$ cat src/hdl/tlfs_pkg.sv
// Shared types and constants for the two-level feedback scheduler.
// Depends on nothing; every other file in hdl/ imports it.
`default_nettype none

package tlfs_pkg;

   localparam int TASK_W     = 4;   // task id field
   localparam int BURST_IN_W = 8;   // burst field on the request word
   localparam int STAMP_W    = 16;  // tick counter, stamps, turnaround
   localparam int SLICE_W    = 4;   // time_slice register
   localparam int CSR_ADDR_W = 3;
   localparam int CSR_DATA_W = 32;

   localparam logic [SLICE_W-1:0] SLICE_RESET = 4'd2;

   // register index, taken from the word address bit of paddr
   localparam logic REG_TIME_SLICE = 1'b0;

   typedef enum logic [1:0] {
      EV_IDLE   = 2'd0,
      EV_RAN    = 2'd1,
      EV_DEMOTE = 2'd2,
      EV_DONE   = 2'd3
   } tick_event_type;

   typedef struct packed {
      logic push;
      logic pop;
   } fifo_ctl_type;

   typedef struct packed {
      logic empty;
      logic full;
   } fifo_sts_type;

   typedef struct packed {
      logic                  arrive_valid;
      logic [TASK_W-1:0]     arrive_task;
      logic [BURST_IN_W-1:0] arrive_burst;
   } request_type;

   typedef struct packed {
      logic               run_valid;
      logic [TASK_W-1:0]  run_task;
      logic               run_level;
      tick_event_type     tick_event;
      logic [STAMP_W-1:0] turnaround;
   } result_type;

endpackage

`default_nettype wire

$ cat src/hdl/tlfs_fifo.sv
// Circular queue of task ids with same-cycle push and pop.
// Depends on tlfs_pkg for the id width and the control/status structs.
`default_nettype none

module tlfs_fifo
   import tlfs_pkg::*;
#(
   parameter int DEPTH      = 16,
   parameter bit PUSH_FIRST = 1'b1
) (
   input  wire logic              clock,
   input  wire logic              reset,
   input  wire fifo_ctl_type      ctl,
   input  wire logic [TASK_W-1:0] push_id,
   output fifo_sts_type           sts,
   output logic [TASK_W-1:0]      head_id
);

   localparam int PTR_W = (DEPTH > 1) ? $clog2(DEPTH) : 1;
   localparam int CNT_W = $clog2(DEPTH + 1);
   localparam logic [CNT_W-1:0] CNT_FULL  = CNT_W'(DEPTH);
   localparam logic [PTR_W:0]   SUM_WRAP  = (PTR_W+1)'(DEPTH);
   localparam logic [PTR_W-1:0] PTR_LAST  = PTR_W'(DEPTH - 1);

   logic [TASK_W-1:0] mem [DEPTH];
   logic [PTR_W-1:0]  head_ff, head_in;
   logic [CNT_W-1:0]  count_ff, count_in;
   logic              push_ok;
   logic [PTR_W:0]    tail_sum;
   logic [PTR_W-1:0]  tail_ptr;

   always_comb begin
      sts.empty = (count_ff == '0);
      sts.full  = (count_ff == CNT_FULL);
      // a pop ahead of the push frees a slot; a push ahead of the pop does not
      push_ok   = ctl.push && (!sts.full || (ctl.pop && !PUSH_FIRST));
      // push-first queue, empty with a push this cycle: hand the new id straight out
      head_id   = (PUSH_FIRST && sts.empty) ? push_id : mem[head_ff];
      tail_sum  = {1'b0, head_ff} + (PTR_W+1)'(count_ff);
      tail_ptr  = (tail_sum >= SUM_WRAP) ? PTR_W'(tail_sum - SUM_WRAP) : PTR_W'(tail_sum);
      head_in   = head_ff;
      if (ctl.pop) begin
         head_in = (head_ff == PTR_LAST) ? '0 : head_ff + PTR_W'(1);
      end
      count_in  = count_ff + CNT_W'(push_ok) - CNT_W'(ctl.pop);
   end

   always_ff @(posedge clock) begin
      if (reset) begin
         head_ff  <= '0;
         count_ff <= '0;
      end else begin
         head_ff  <= head_in;
         count_ff <= count_in;
      end
   end

   always_ff @(posedge clock) begin
      if (push_ok) begin
         mem[tail_ptr] <= push_id;
      end
   end

`ifndef NO_ASSERTIONS
   a_count_bound: assert property (@(posedge clock) disable iff (reset)
      count_ff <= CNT_FULL)
      else $error("fifo count beyond depth");
   a_pop_has_data: assert property (@(posedge clock) disable iff (reset)
      ctl.pop && sts.empty |-> push_ok)
      else $error("fifo popped while empty with no push");
   a_full_drop: assert property (@(posedge clock) disable iff (reset)
      sts.full && ctl.push && !ctl.pop |=> count_ff == CNT_FULL)
      else $error("fifo overflowed");
`endif

endmodule

`default_nettype wire

$ cat src/hdl/tlfs_csr.sv
// APB-style register file holding the time_slice register.
// Depends on tlfs_pkg for widths, the register index and the reset value.
`default_nettype none

module tlfs_csr
   import tlfs_pkg::*;
(
   input  wire logic                  clock,
   input  wire logic                  reset,
   input  wire logic                  psel,
   input  wire logic                  penable,
   input  wire logic                  pwrite,
   input  wire logic [CSR_ADDR_W-1:0] paddr,
   input  wire logic [CSR_DATA_W-1:0] pwdata,
   output logic      [CSR_DATA_W-1:0] prdata,
   output logic                       pready,
   output logic      [SLICE_W-1:0]    time_slice
);

   logic [SLICE_W-1:0] time_slice_ff, time_slice_in;
   logic               wr_en;

   always_comb begin
      pready        = 1'b1;
      wr_en         = psel && penable && pwrite && pready;
      time_slice_in = time_slice_ff;
      if (wr_en && (paddr[2] == REG_TIME_SLICE)) begin
         time_slice_in = pwdata[SLICE_W-1:0];
      end
      prdata = '0;
      if (paddr[2] == REG_TIME_SLICE) begin
         prdata = CSR_DATA_W'(time_slice_ff);
      end
      time_slice = time_slice_ff;
   end

   always_ff @(posedge clock) begin
      if (reset) begin
         time_slice_ff <= SLICE_RESET;
      end else begin
         time_slice_ff <= time_slice_in;
      end
   end

endmodule

`default_nettype wire

$ cat src/hdl/tlfs_core.sv
// Scheduler state and the single-tick update: arrival, dispatch, run, retire.
// Depends on tlfs_pkg and tlfs_fifo (one queue per level).
`default_nettype none

module tlfs_core
   import tlfs_pkg::*;
#(
   parameter int TASKS      = 16,
   parameter int BURST_BITS = 8
) (
   input  wire logic               clock,
   input  wire logic               reset,
   input  wire logic               step,
   input  wire request_type        req,
   input  wire logic [SLICE_W-1:0] time_slice,
   output result_type              result
);

   localparam int IDX_W = (TASKS > 1) ? $clog2(TASKS) : 1;
   localparam int CMP_W = (TASK_W > IDX_W + 1) ? TASK_W : IDX_W + 1;

   logic [BURST_BITS-1:0] burst_left_ff [TASKS];
   logic [STAMP_W-1:0]    stamp_ff      [TASKS];

   logic                  busy_ff, busy_in;
   logic [TASK_W-1:0]     cur_task_ff, cur_task_in;
   logic                  cur_level_ff, cur_level_in;
   logic [SLICE_W-1:0]    slice_ff, slice_in;
   logic [STAMP_W-1:0]    tick_ff, tick_in;

   fifo_ctl_type          high_ctl, low_ctl;
   fifo_sts_type          high_sts, low_sts;
   logic [TASK_W-1:0]     high_head, low_head;

   logic [BURST_BITS-1:0] burst_new, burst_cur;
   logic [STAMP_W-1:0]    stamp_cur;
   logic                  arrive, high_avail, disp_high, disp_low, busy_now;
   logic                  fwd, done, demote;
   logic [TASK_W-1:0]     run_id;
   logic                  run_level;
   logic [IDX_W-1:0]      run_idx, arr_idx;
   logic [SLICE_W-1:0]    slice_cur, slice_dec;

   tlfs_fifo #(.DEPTH(TASKS), .PUSH_FIRST(1'b1)) u_high_fifo (
      .clock   (clock),
      .reset   (reset),
      .ctl     (high_ctl),
      .push_id (req.arrive_task),
      .sts     (high_sts),
      .head_id (high_head)
   );

   tlfs_fifo #(.DEPTH(TASKS), .PUSH_FIRST(1'b0)) u_low_fifo (
      .clock   (clock),
      .reset   (reset),
      .ctl     (low_ctl),
      .push_id (run_id),
      .sts     (low_sts),
      .head_id (low_head)
   );

   always_comb begin
      burst_new  = BURST_BITS'(req.arrive_burst);
      arrive     = req.arrive_valid && (burst_new != '0) &&
                   (CMP_W'(req.arrive_task) < CMP_W'(TASKS));
      arr_idx    = IDX_W'(req.arrive_task);

      // the arrival lands in the high queue before dispatch looks at it
      high_avail = !high_sts.empty || arrive;
      disp_high  = !busy_ff && high_avail;
      disp_low   = !busy_ff && !high_avail && !low_sts.empty;
      busy_now   = busy_ff || disp_high || disp_low;

      run_id     = disp_high ? high_head : (disp_low ? low_head : cur_task_ff);
      run_level  = disp_high ? 1'b0 : (disp_low ? 1'b1 : cur_level_ff);
      run_idx    = IDX_W'(run_id);

      slice_cur  = slice_ff;
      if (disp_high || disp_low) begin
         slice_cur = (time_slice == '0) ? SLICE_W'(1) : time_slice;
      end
      slice_dec  = (slice_cur != '0) ? slice_cur - SLICE_W'(1) : '0;

      // an arrival of the running task overwrites its burst and stamp first
      fwd        = arrive && (arr_idx == run_idx);
      burst_cur  = fwd ? burst_new : burst_left_ff[run_idx];
      stamp_cur  = fwd ? tick_ff : stamp_ff[run_idx];

      tick_in    = tick_ff + STAMP_W'(1);
      done       = (burst_cur <= BURST_BITS'(1));
      demote     = busy_now && !done && (slice_dec == '0);

      high_ctl.push = step && arrive;
      high_ctl.pop  = step && disp_high;
      low_ctl.pop   = step && disp_low;
      low_ctl.push  = step && demote;

      busy_in      = busy_now && !done && !demote;
      cur_task_in  = run_id;
      cur_level_in = run_level;
      slice_in     = busy_now ? (done ? slice_cur : slice_dec) : slice_ff;

      result.run_valid  = busy_now;
      result.run_task   = busy_now ? run_id : '0;
      result.run_level  = busy_now ? run_level : 1'b0;
      result.turnaround = '0;
      if (!busy_now) begin
         result.tick_event = EV_IDLE;
      end else if (done) begin
         result.tick_event = EV_DONE;
         result.turnaround = tick_in - stamp_cur;
      end else if (demote) begin
         result.tick_event = EV_DEMOTE;
      end else begin
         result.tick_event = EV_RAN;
      end
   end

   always_ff @(posedge clock) begin
      if (reset) begin
         busy_ff      <= 1'b0;
         cur_task_ff  <= '0;
         cur_level_ff <= 1'b0;
         slice_ff     <= '0;
         tick_ff      <= '0;
      end else if (step) begin
         busy_ff      <= busy_in;
         cur_task_ff  <= cur_task_in;
         cur_level_ff <= cur_level_in;
         slice_ff     <= slice_in;
         tick_ff      <= tick_in;
      end
   end

   // per-task tables; the run update comes last so it wins on a shared index
   always_ff @(posedge clock) begin
      if (step && arrive) begin
         burst_left_ff[arr_idx] <= burst_new;
         stamp_ff[arr_idx]      <= tick_ff;
      end
      if (step && busy_now) begin
         burst_left_ff[run_idx] <= done ? '0 : burst_cur - BURST_BITS'(1);
      end
   end

`ifndef NO_ASSERTIONS
   a_one_dispatch: assert property (@(posedge clock) disable iff (reset)
      !(disp_high && disp_low))
      else $error("dispatch from both levels");
   a_slice_live: assert property (@(posedge clock) disable iff (reset)
      busy_ff |-> slice_ff != '0)
      else $error("running task holds an empty quantum");
   a_demote_low: assert property (@(posedge clock) disable iff (reset)
      step && demote |=> !busy_ff)
      else $error("demoted task still running");
`endif

endmodule

`default_nettype wire

$ cat src/hdl/two_level_feedback_scheduler.sv
// Top level of the two-level feedback scheduler: request/result registers,
// stall handling and the register port. Depends on tlfs_pkg, tlfs_csr, tlfs_core.
`default_nettype none

// Usage
//   Each request word is one scheduler tick, optionally carrying a new task
//   (req_arrive_valid, id, burst). Each tick yields exactly one result word:
//   which task ran, the level it came from, the tick event (idle, ran,
//   demoted, completed) and, on completion, its turnaround in ticks.
//   time_slice sits at byte address 0 of the APB-style port (psel, penable,
//   pwrite, paddr, pwdata, prdata, pready); pready is tied high. Write it only
//   while no tick is in flight.
// Timing
//   An accepted word passes through the request register, then one pass of
//   scheduling logic into the result register. One word per cycle is
//   sustained while rsp_stall does not hold a result; the tick update (queue
//   push/pop, table read-modify-write, counters) is a single combinational pass.
// Reset
//   Synchronous, active high. Both queues and the running task clear, the tick
//   counter goes to 0 and time_slice returns to 2. Queue storage and the
//   per-task tables are not cleared; entries are used only after written.
// Stall
//   When rsp_stall holds a result, the result register holds; a request word
//   already registered waits and req_stall rises until the result drains.

module two_level_feedback_scheduler
   import tlfs_pkg::*;
#(
   parameter int TASKS      = 16,
   parameter int BURST_BITS = 8
) (
   input  wire logic                  clock,
   input  wire logic                  reset,

   input  wire logic                  req_valid,
   output logic                       req_stall,
   input  wire logic                  req_arrive_valid,
   input  wire logic [TASK_W-1:0]     req_arrive_task,
   input  wire logic [BURST_IN_W-1:0] req_arrive_burst,

   output logic                       rsp_valid,
   input  wire logic                  rsp_stall,
   output logic                       rsp_run_valid,
   output logic      [TASK_W-1:0]     rsp_run_task,
   output logic                       rsp_run_level,
   output logic      [1:0]            rsp_tick_event,
   output logic      [STAMP_W-1:0]    rsp_turnaround,

   input  wire logic                  psel,
   input  wire logic                  penable,
   input  wire logic                  pwrite,
   input  wire logic [CSR_ADDR_W-1:0] paddr,
   input  wire logic [CSR_DATA_W-1:0] pwdata,
   output logic      [CSR_DATA_W-1:0] prdata,
   output logic                       pready
);

   logic               in_valid_ff, in_valid_in;
   request_type        req_ff;
   logic               rsp_valid_ff, rsp_valid_in;
   result_type         rsp_ff;
   result_type         result;
   logic               advance, step;
   logic [SLICE_W-1:0] time_slice;

   tlfs_csr u_csr (
      .clock      (clock),
      .reset      (reset),
      .psel       (psel),
      .penable    (penable),
      .pwrite     (pwrite),
      .paddr      (paddr),
      .pwdata     (pwdata),
      .prdata     (prdata),
      .pready     (pready),
      .time_slice (time_slice)
   );

   tlfs_core #(.TASKS(TASKS), .BURST_BITS(BURST_BITS)) u_core (
      .clock      (clock),
      .reset      (reset),
      .step       (step),
      .req        (req_ff),
      .time_slice (time_slice),
      .result     (result)
   );

   always_comb begin
      // result register is free, or drains this cycle
      advance      = !rsp_valid_ff || !rsp_stall;
      step         = in_valid_ff && advance;
      // hold off the sender only while a registered word cannot move on
      req_stall    = in_valid_ff && !advance;
      in_valid_in  = req_stall ? in_valid_ff : req_valid;
      rsp_valid_in = advance ? in_valid_ff : rsp_valid_ff;
   end

   always_ff @(posedge clock) begin
      if (reset) begin
         in_valid_ff  <= 1'b0;
         rsp_valid_ff <= 1'b0;
      end else begin
         in_valid_ff  <= in_valid_in;
         rsp_valid_ff <= rsp_valid_in;
      end
   end

   // payload registers: load the request on accept, the result on a tick
   always_ff @(posedge clock) begin
      if (req_valid && !req_stall) begin
         req_ff.arrive_valid <= req_arrive_valid;
         req_ff.arrive_task  <= req_arrive_task;
         req_ff.arrive_burst <= req_arrive_burst;
      end
      if (step) begin
         rsp_ff <= result;
      end
   end

   assign rsp_valid      = rsp_valid_ff;
   assign rsp_run_valid  = rsp_ff.run_valid;
   assign rsp_run_task   = rsp_ff.run_task;
   assign rsp_run_level  = rsp_ff.run_level;
   assign rsp_tick_event = rsp_ff.tick_event;
   assign rsp_turnaround = rsp_ff.turnaround;

`ifndef NO_ASSERTIONS
   a_stall_cause: assert property (@(posedge clock) disable iff (reset)
      req_stall |-> in_valid_ff && rsp_valid_ff && rsp_stall)
      else $error("request stalled with room downstream");
   a_tick_lands: assert property (@(posedge clock) disable iff (reset)
      step |=> rsp_valid_ff)
      else $error("tick result lost");
   a_tat_only_done: assert property (@(posedge clock) disable iff (reset)
      rsp_valid_ff && (rsp_ff.tick_event != EV_DONE) |-> rsp_ff.turnaround == '0)
      else $error("turnaround reported without completion");
   a_idle_clean: assert property (@(posedge clock) disable iff (reset)
      rsp_valid_ff && !rsp_ff.run_valid |->
         (rsp_ff.tick_event == EV_IDLE) && (rsp_ff.run_task == '0))
      else $error("idle tick carries a task");
`endif

endmodule

`default_nettype wire

$ cat config.mk
export PLATFORM = sky130hd
export DESIGN_NAME = two_level_feedback_scheduler
export DESIGN_NICKNAME = d
export VERILOG_FILES = /design/src/hdl/tlfs_pkg.sv /design/src/hdl/tlfs_fifo.sv /design/src/hdl/tlfs_csr.sv /design/src/hdl/tlfs_core.sv /design/src/hdl/two_level_feedback_scheduler.sv
export SDC_FILE = /design/constraint.sdc
export NUM_CORES = 1
export LEC_CHECK = 0
export BUFFER_PORTS_ARGS = -buffer_cell sky130_fd_sc_hd__buf_2
export CELL_PAD_IN_SITES_DETAIL_PLACEMENT = 0
export CELL_PAD_IN_SITES_GLOBAL_PLACEMENT = 2
export CORE_ASPECT_RATIO = 0.5
export CORE_MARGIN = 8
export CORE_UTILIZATION = 39
export DETAILED_ROUTE_END_ITERATION = 10
export PLACE_DENSITY_LB_ADDON = 0.08
export SLEW_MARGIN = 5
export SYNTH_ARGS = -nofsm -noshare
export SYNTH_HDL_FRONTEND = slang
export SYNTH_SLANG_ARGS = --single-unit
$ cat constraint.sdc
create_clock -name clock -period 6.9 [get_ports clock]
set_clock_uncertainty 0.2 [all_clocks]
set_input_delay 0.69 -clock clock [delete_from_list [all_inputs] [get_ports clock]]
set_output_delay 0.69 -clock clock [all_outputs]
set_load 0.1 [all_outputs]
==> out/metrics.yaml, run 1 <==
status: "completed"
fin_crit_sh: 0.935
routed_wl_um: 80900
clk_path_buf_depth: 3
grt_max_degree: 51
design_area_um2: 31600
tightest_slew_ps: 1100
rsz0062_at_grt: "false"
dieArea_um2: 80700
grt_pass1_wl_um: 120000
hold_viol: 0
drv_cap: 0
diodes: 0
cp_max_fo: 12
peakVddDrop_mv: 0.369
antenna_found_initial: 0
cts_tree: "done"
wl_per_cell_um: 23.6
cts_root_buf: "clkbuf_16"
final_layout_size_suffix_gt1_frac: 0.162
syn_area_um2: 27800
first_global_vias: 17900
instances_no_fill: 3421
use_met2: 0.324
drcViolationCount: 0
numCtsBuffers: 57
synth_edf_count: 549
synth_cells: 2312
worstSetupStartpointType: "flip-flop"
dr.pass1.iters: 5
async_reset_ff_frac: 0
avgSynthCellArea_um2: 12.0
synth_ff_type: "edfxtp_1"
multi_input_area_um2: 9390
hpwl_um: 51500
cts.clk_slew.worst_paths_ps: 70
hp-class: "in -> reg"
critPathRequiredTime_ps: 7070
drt_iter0_drc: 1359
drv_slew: 0
dp.cells: 3311
p_leak_nw: 11.3
finalWeightedCongestion: 0.825
coreArea_um2: 70800
ys_seq_elements: 607
register_area_um2: 17600
busiest_layer: "met2"
grt_usage: 0.197
use_met1: 0.279
synthDistinctLibCells: 95
dieHeight_um: 205
final_cell_mix: "edfxtp_1 (549), nand2_1 (451), nand3_1 (192), o21ai_0 (139), nor2_1 (125)"
use_met3: 0.0299
cts.sinks: 607
clock_latency_ps: 640
grt-ovfl-total: 0
critPathArrivalTime_ps: 6620
fin_setup_tns_ps: 0
via_per_inst: 5.29
start_util: 0.393
setup_violations: 0
syn2layout_area_growth_pct: 13.7
yosysWarnings: 0
crit_path_end_kind: "flip-flop"
rows: 69
portBuffers: 54
die_w_um: 394
layout_min_cycle_time_ps: 6450
post_cts_buffers: 0
htreeDepth: 2
totalPowerFinal_w: 0.0146
yosysSeqAreaShare: 0.634
fillCellCount: 6611
worstSetupPathType: "reg -> reg"
slew_headroom: 0.262
postRouteAntennaNets: 0
layout.core_utilization: 0.447
ioPinCount: 114
finalNetCount: 2515
vias: 18100
p_per_area_nw_per_um2: 460
layout_commonest_cell: "edfxtp_1"
placed_area_um2: 29700
max_freq_mhz: 155
## through the flow
step	hold slack, ps	worst slack, ps
3_5_place_dp	259	259
3_3_place_gp	251	228
2_1_floorplan	235	156
6_report	45.4	448
5_1_grt	13.2	5.07
4_1_cts	0.918	205
## Yosys cell counts, types with 3 or more instances
cell type  number  area, µm²
a21o_1         11       82.6
a22o_1          5       43.8
nand2_1       451       1690
xor2_1         16        140
or4b_1          4       40.0
o21a_1          8       60.1
clkbuf_1       71        267
o22ai_1         5       31.3
a31oi_1         7       43.8
nor2b_1        10       62.6
mux2_2         46        518
o21ai_0       145        726
mux4_2         30        676
nor2_1        141        529
buf_6           5       56.3
nor3_1         21        105
or3_1          15       93.8
nand3b_1        3       22.5
o211ai_1       14        105
nand3_1       192        961
buf_1          26       97.6
or4_1           4       30.0
a221oi_1        3       26.3
a21oi_1        65        325
xnor2_1        41        359
buf_2          21        105
buf_4          38        285
nand4_1        10       62.6
fa_1            5        100
a22oi_1         6       45.0
inv_1          41        154
edfxtp_1      549      16500
dfxtp_1        58       1160
and3_1         17        106
a311oi_1       19        166
clkbuf_2        4       20.0
mux2i_1        75        751
nand2b_1       11       68.8
nand2_2         4       25.0
ha_1           37        463
o31a_1          4       35.0
## report_power, final
part	switching (W)	internal, W
Combinational	0.00474	0.00224
Sequential	0.0000653	0.00424
Clock	0.00144	0.00184
## cell families (layout without fill, tap and decap cells)
kind of cell / count (synthesis) / after routing / synth area share
adders and majority gates: 42 / 42 / 0.0202
and+or+nand+nor: 905 / 905 / 0.145
muxes: 155 / 155 / 0.0717
xor gates and xnor gates: 57 / 57 / 0.0179
buffers and inverters: 211 / 335 / 0.0362
DFF: 607 / 607 / 0.634
other: 2 / 29 / 0.000270
AOI/OAI and AO/OA: 333 / 333 / 0.0753
## final cells by class
| class | instances | area share |
|---|---|---|
| flip-flops and latches | 607 | 0.558 |
| repair buffers | 185 | 0.0422 |
| multi-input cells | 1521 | 0.297 |
| inverters | 46 | 0.00577 |
| clock inverters | 26 | 0.0107 |
| well taps | 958 | 0.0379 |
| clock buffers | 78 | 0.0491 |
## metal layers
layer	vias to the layer above	part of all wire
met3	85	0.047
met1	9024	0.47
li1	8585	-
met4	0	0.017
met2	392	0.47
met5	-	0
## final timing paths
kind | from | endpoint | slack (ps) | cells after the start
setup / recovery | u_core.u_high_fifo.count_ff[3]$_SDFF_PP0_ | rsp_turnaround[15]$_SDFFCE_PN0P_ | 450 | 26
hold / removal | req_arrive_valid | req_ff[12]$_DFFE_PP_ | 50 | 1
setup reg to reg | u_core.u_high_fifo.count_ff[3]$_SDFF_PP0_ | rsp_turnaround[15]$_SDFFCE_PN0P_ | 450 | 26
hold reg to reg | u_core.slice_ff[3]$_SDFFE_PP0P_ | u_core.slice_ff[3]$_SDFFE_PP0P_ | 270 | 2
## critical path: stages, from the launching register on
cell,delay (ps)
dfxtp_1,340
inv_1,80
ha_1,190
or4b_4,570
nor3_4,240
nand2_2,180
or3_1,410
a41oi_1,260
a22oi_2,170
and2_1,280
buf_4,180
buf_4,190
a311oi_1,250
a21oi_1,100
ha_1,390
o21ai_0,140
a21boi_0,260
o21ai_0,150
a21oi_1,220
o21ai_0,130
a21boi_0,290
o21ai_1,160
a21oi_1,190
a31oi_1,150
o21ai_0,240
nand3_1,90
nor3b_1,130
## registers in the layout (all words and copies together) (netlist names), 5 cells and up, named ones only
signal                       count
u_core.burst_left_ff           128
u_core.u_low_fifo.mem           64
rsp_turnaround                  16
u_core.tick_ff                  16
u_core.u_high_fifo.mem          64
req_ff                          13
u_core.u_high_fifo.count_ff      5
u_core.stamp_ff                256
u_core.u_low_fifo.count_ff       5
## what timing repair did
item	in CTS	in global routing
hold buffers	6	0
resized for setup	0	8
endpoints found under the setup margin	0	4
hold endpoints to repair	6	0
Power figures use the tool's default switching activity.
==> inputs of run 2 (changes only) <==
--- a/config.mk
+++ b/config.mk
@@ -6,6 +6,7 @@
 export NUM_CORES = 1
 export LEC_CHECK = 0
 export BUFFER_PORTS_ARGS = -buffer_cell sky130_fd_sc_hd__buf_2
+export CAP_MARGIN = 0
 export CELL_PAD_IN_SITES_DETAIL_PLACEMENT = 0
 export CELL_PAD_IN_SITES_GLOBAL_PLACEMENT = 2
 export CORE_ASPECT_RATIO = 0.5
@@ -16,4 +17,5 @@
 export SLEW_MARGIN = 5
 export SYNTH_ARGS = -nofsm -noshare
 export SYNTH_HDL_FRONTEND = slang
+export SYNTH_HIERARCHICAL = 1
 export SYNTH_SLANG_ARGS = --single-unit
==> run 2 against run 1 <==
Count of clock-buffer cells in the layout is 9 higher. Combinational power is 32% higher. Synthesized cell count is 6.2% higher. Via count is 10% higher. Sequential power hardly changed. Power is 15% higher. Die area is 4.1% higher. Register-to-register slack worse by 90 ps. Synthesized area is 4.4% higher. Critical endpoint is now u_core/u_low_fifo/count_ff[4]$_SDFF_PP0_. Largest cell class unchanged.
==> out/metrics.yaml, run 2 <==
status: "completed"  # unchanged
cts.sinks: 607  # unchanged
numCtsBuffers: 57  # unchanged
layout_min_cycle_time_ps: 6540  # was 6450 ps
slew_headroom: 0.194  # was 0.262
synthDistinctLibCells: 97  # was 95
synth_edf_count: 549  # unchanged
comb_power_share: 0.550  # was 0.479
ioPinCount: 114  # unchanged
cp_max_fo: 12  # unchanged
drv_slew: 0  # unchanged
first_global_vias: 19700  # was 17.9k
p_switching_w: 0.00773  # was 0.00624 W
drcViolationCount: 0  # unchanged
grt_max_degree: 61  # was 51
peakVddDrop_mv: 0.480  # was 0.369 mV
synth.largest_area_cell: "edfxtp_1"  # unchanged
syn_area_um2: 29100  # was 27,800 µm²
reg.largest.list: "u_core/stamp_ff: 256 flops, u_core/burst_left_ff: 128 flops"  # was u_core.stamp_ff: 256 flops, u_core.burst_left_ff: 128 flops
fin_setup_tns_ps: 0  # unchanged
finalNetCount: 2688  # was 2,515
fin_crit_sh: 0.948  # was 0.935
portBuffers: 54  # unchanged
avgSynthCellArea_um2: 11.8  # was 12.0 µm²
grt-ovfl-total: 0  # unchanged
grt_usage: 0.199  # was 0.197
worstSetupStartpointType: "flip-flop"  # unchanged
final_layout_size_suffix_gt1_frac: 0.164  # was 0.162
cts_tree: "done"  # unchanged
layout.core_utilization: 0.454  # was 0.447
cts.clk_slew.worst_paths_ps: 70  # about the same
async_reset_ff_frac: 0  # unchanged
hpwl_um: 55600  # was 51,500 µm
clk_path_buf_depth: 3  # unchanged
wl_per_cell_um: 23.9  # was 23.6 µm
p_int_w: 0.00902  # was 0.00833 W
placed_area_um2: 31200  # was 29,700 µm²
largest_reg_flops: 256  # unchanged
seq_power_share: 0.259  # was 0.296
routed_wl_um: 86100  # was 80,900 µm
p_per_area_nw_per_um2: 503  # was 460 nW/µm²
tightest_slew_ps: 1210  # was 1100 ps
dieHeight_um: 209  # was 205 µm
drv_cap: 0  # unchanged
ys_seq_elements: 607  # unchanged
die_w_um: 402  # was 394 µm
htreeDepth: 2  # unchanged
synth_ff_type: "edfxtp_1"  # unchanged
drt_iter0_drc: 1435  # was 1,359
final_cell_mix: "edfxtp_1 (549), nand2_1 (465), buf_4 (174), nand3_1 (112), nor2_1 (101)"  # was edfxtp_1 (549), nand2_1 (451), nand3_1 (192), o21ai_0 (139), nor2_1 (125)
fillCellCount: 6763  # was 6,611
hp-class: "in -> reg"  # unchanged
dr.pass1.iters: 5  # unchanged
dieArea_um2: 84100  # was 80,700 µm²
yosysSeqAreaShare: 0.607  # was 0.634
setup_violations: 0  # unchanged
via_per_inst: 5.53  # was 5.29
postRouteAntennaNets: 0  # unchanged
ys_top_cells_by_area: "edfxtp_1 (57%), nand2_1 (6.0%), dfxtp_1 (4.0%)"  # was edfxtp_1 (59%), nand2_1 (6.1%), dfxtp_1 (4.2%)
synthTopCellsByCount: "edfxtp_1 (549), nand2_1 (465), nand3_1 (115), nor2_1 (114), clkbuf_1 (105)"  # was edfxtp_1 (549), nand2_1 (451), nand3_1 (192), o21ai_0 (145), nor2_1 (141)
coreArea_um2: 73400  # was 70,800 µm²
worstSetupPathType: "reg -> reg"  # unchanged
synth_top_cell_area_share: 0.567  # was 0.592
grt_pass1_wl_um: 128000  # was 120,000 µm
max_freq_mhz: 153  # was 155 MHz
synth_cells: 2456  # was 2,312
p_sw_frac: 0.462  # was 0.429
rows: 70  # was 69
syn2layout_area_growth_pct: 14.6  # was 13.7%
p_leak_nw: 11.9  # was 11.3 nW
antenna_found_initial: 2  # was 0
design_area_um2: 33300  # was 31,600 µm²
crit_path_end_kind: "flip-flop"  # unchanged
p_clk_frac: 0.191  # was 0.225
largest-register: "u_core/stamp_ff"  # was u_core.stamp_ff
finalWeightedCongestion: 0.798  # was 0.825
start_util: 0.396  # was 0.393
critPathArrivalTime_ps: 6920  # was 6620 ps
vias: 20000  # was 18.1k
layout_commonest_cell: "edfxtp_1"  # unchanged
cts_root_buf: "clkbuf_16"  # unchanged
post-synth-top-count-cell: "edfxtp_1"  # unchanged
critPathRequiredTime_ps: 7280  # was 7070 ps
hold_viol: 0  # unchanged
diodes: 0  # unchanged
yosysWarnings: 6  # was 0
clock_latency_ps: 650  # was 640 ps
[run 2: cell types whose count changed in the layout (fill, tap and decap cells not counted), sizes merged, moves of 21 or more]
cell    delta
a311oi    +34
mux2i     -45
nor2      -27
a31oi     +28
nor3      +44
and3      +57
nand3     -76
xnor2     -25
a211oi    +40
o21ai     -21
mux2      -27
buf       +63
[run 2: path summary, 6_finish.rpt]
check	startpoint	end	slack (ps)	depth (start not counted)
max	flip-flop	u_core/u_low_fifo/count_ff[4]$_SDFF_PP0_	360	25
min	req_arrive_burst[4]	req_ff[4]$_DFFE_PP_	50	1
max reg2reg	flip-flop	u_core/u_low_fifo/count_ff[4]$_SDFF_PP0_	360	25
min reg2reg	u_core/slice_ff[3]$_SDFFE_PP0P_	u_core/slice_ff[3]$_SDFFE_PP0P_	300	1
[run 2: critical path, cell delays in order, from the launching register on]
cell,delay (ps)
dfxtp_2,350
buf_6,160
buf_4,160
mux4_1,560
a22oi_1,290
nand3_1,260
nor4_2,330
or3_1,180
buf_4,250
buf_4,280
nand2_1,230
buf_4,230
a211o_1,300
nand4_1,130
o21ai_1,190
nor4b_4,410
nand3_2,190
and3_1,260
nand2b_1,90
o21ai_0,80
ha_1,220
fa_1,430
a21oi_1,150
nor2_1,60
or3_1,330
a21oi_1,130
[run 2: area by class of cell]
type,count,area [µm²],share of cell area
Multi-Input combinational cell,1633,10500,0.315
Clock inverter,21,234,0.00703
Clock buffer,87,1640,0.0493
Tap cell,972,1220,0.0365
Inverter,36,146,0.00440
Timing Repair Buffer,252,1930,0.0580
Sequential cell,607,17600,0.530
[run 2: metrics by stage]
stage	power (W)	worst slack, ps	cells	hold WS, ps
2_1_floorplan	0.0100	145	2483	257
3_3_place_gp	0.0135	34.7	3485	281
3_5_place_dp	0.0135	33.1	3485	282
4_1_cts	0.0168	7.40	3603	17.2
5_1_grt	0.0178	-21.4	3608	18.2
6_report	0.0167	360	3608	52.2
[run 2: timing repair]
action / 4_1_cts / 5_1_grt
hold buffers: 10 / 0
gates resized for setup: 0 / 27
setup endpoints to repair: 0 / 8
buffers inserted: 0 / 5
hold endpoints to repair: 10 / 0
[run 2: power groups by stage]
stage               combinational (W)  clock, W  sequential [W]
finish                        0.00922   0.00320         0.00433
floorplan                     0.00550         0         0.00451
detailed placement            0.00913         0         0.00441
CTS                           0.00917   0.00330         0.00433
global placement              0.00912         0         0.00441
global route                  0.00998   0.00343         0.00434
[run 2: cell families (layout without fill, tap and decap cells)]
logic type               count (synthesis)  in the layout  synth area share
AO/OA/AOI/OAI                          464            464             0.112
buffers and inverters                  243            396            0.0412
AND/OR/NAND/NOR                        957            957             0.155
XOR/XNOR                                52             52            0.0157
multiplexers                            85             85            0.0478
adder cells (fa/ha/maj)                 46             46            0.0211
flip-flops                             607            607             0.607
other                                    2             29          0.000258
[run 2: metal layers]
layer	up-vias	GRT usage	wire [µm]
met3	110	0.0340	4820
met4	0	0.0401	1560
met5	-	0	0
li1	9455	-	-
met2	491	0.316	38600
met1	9902	0.288	41100
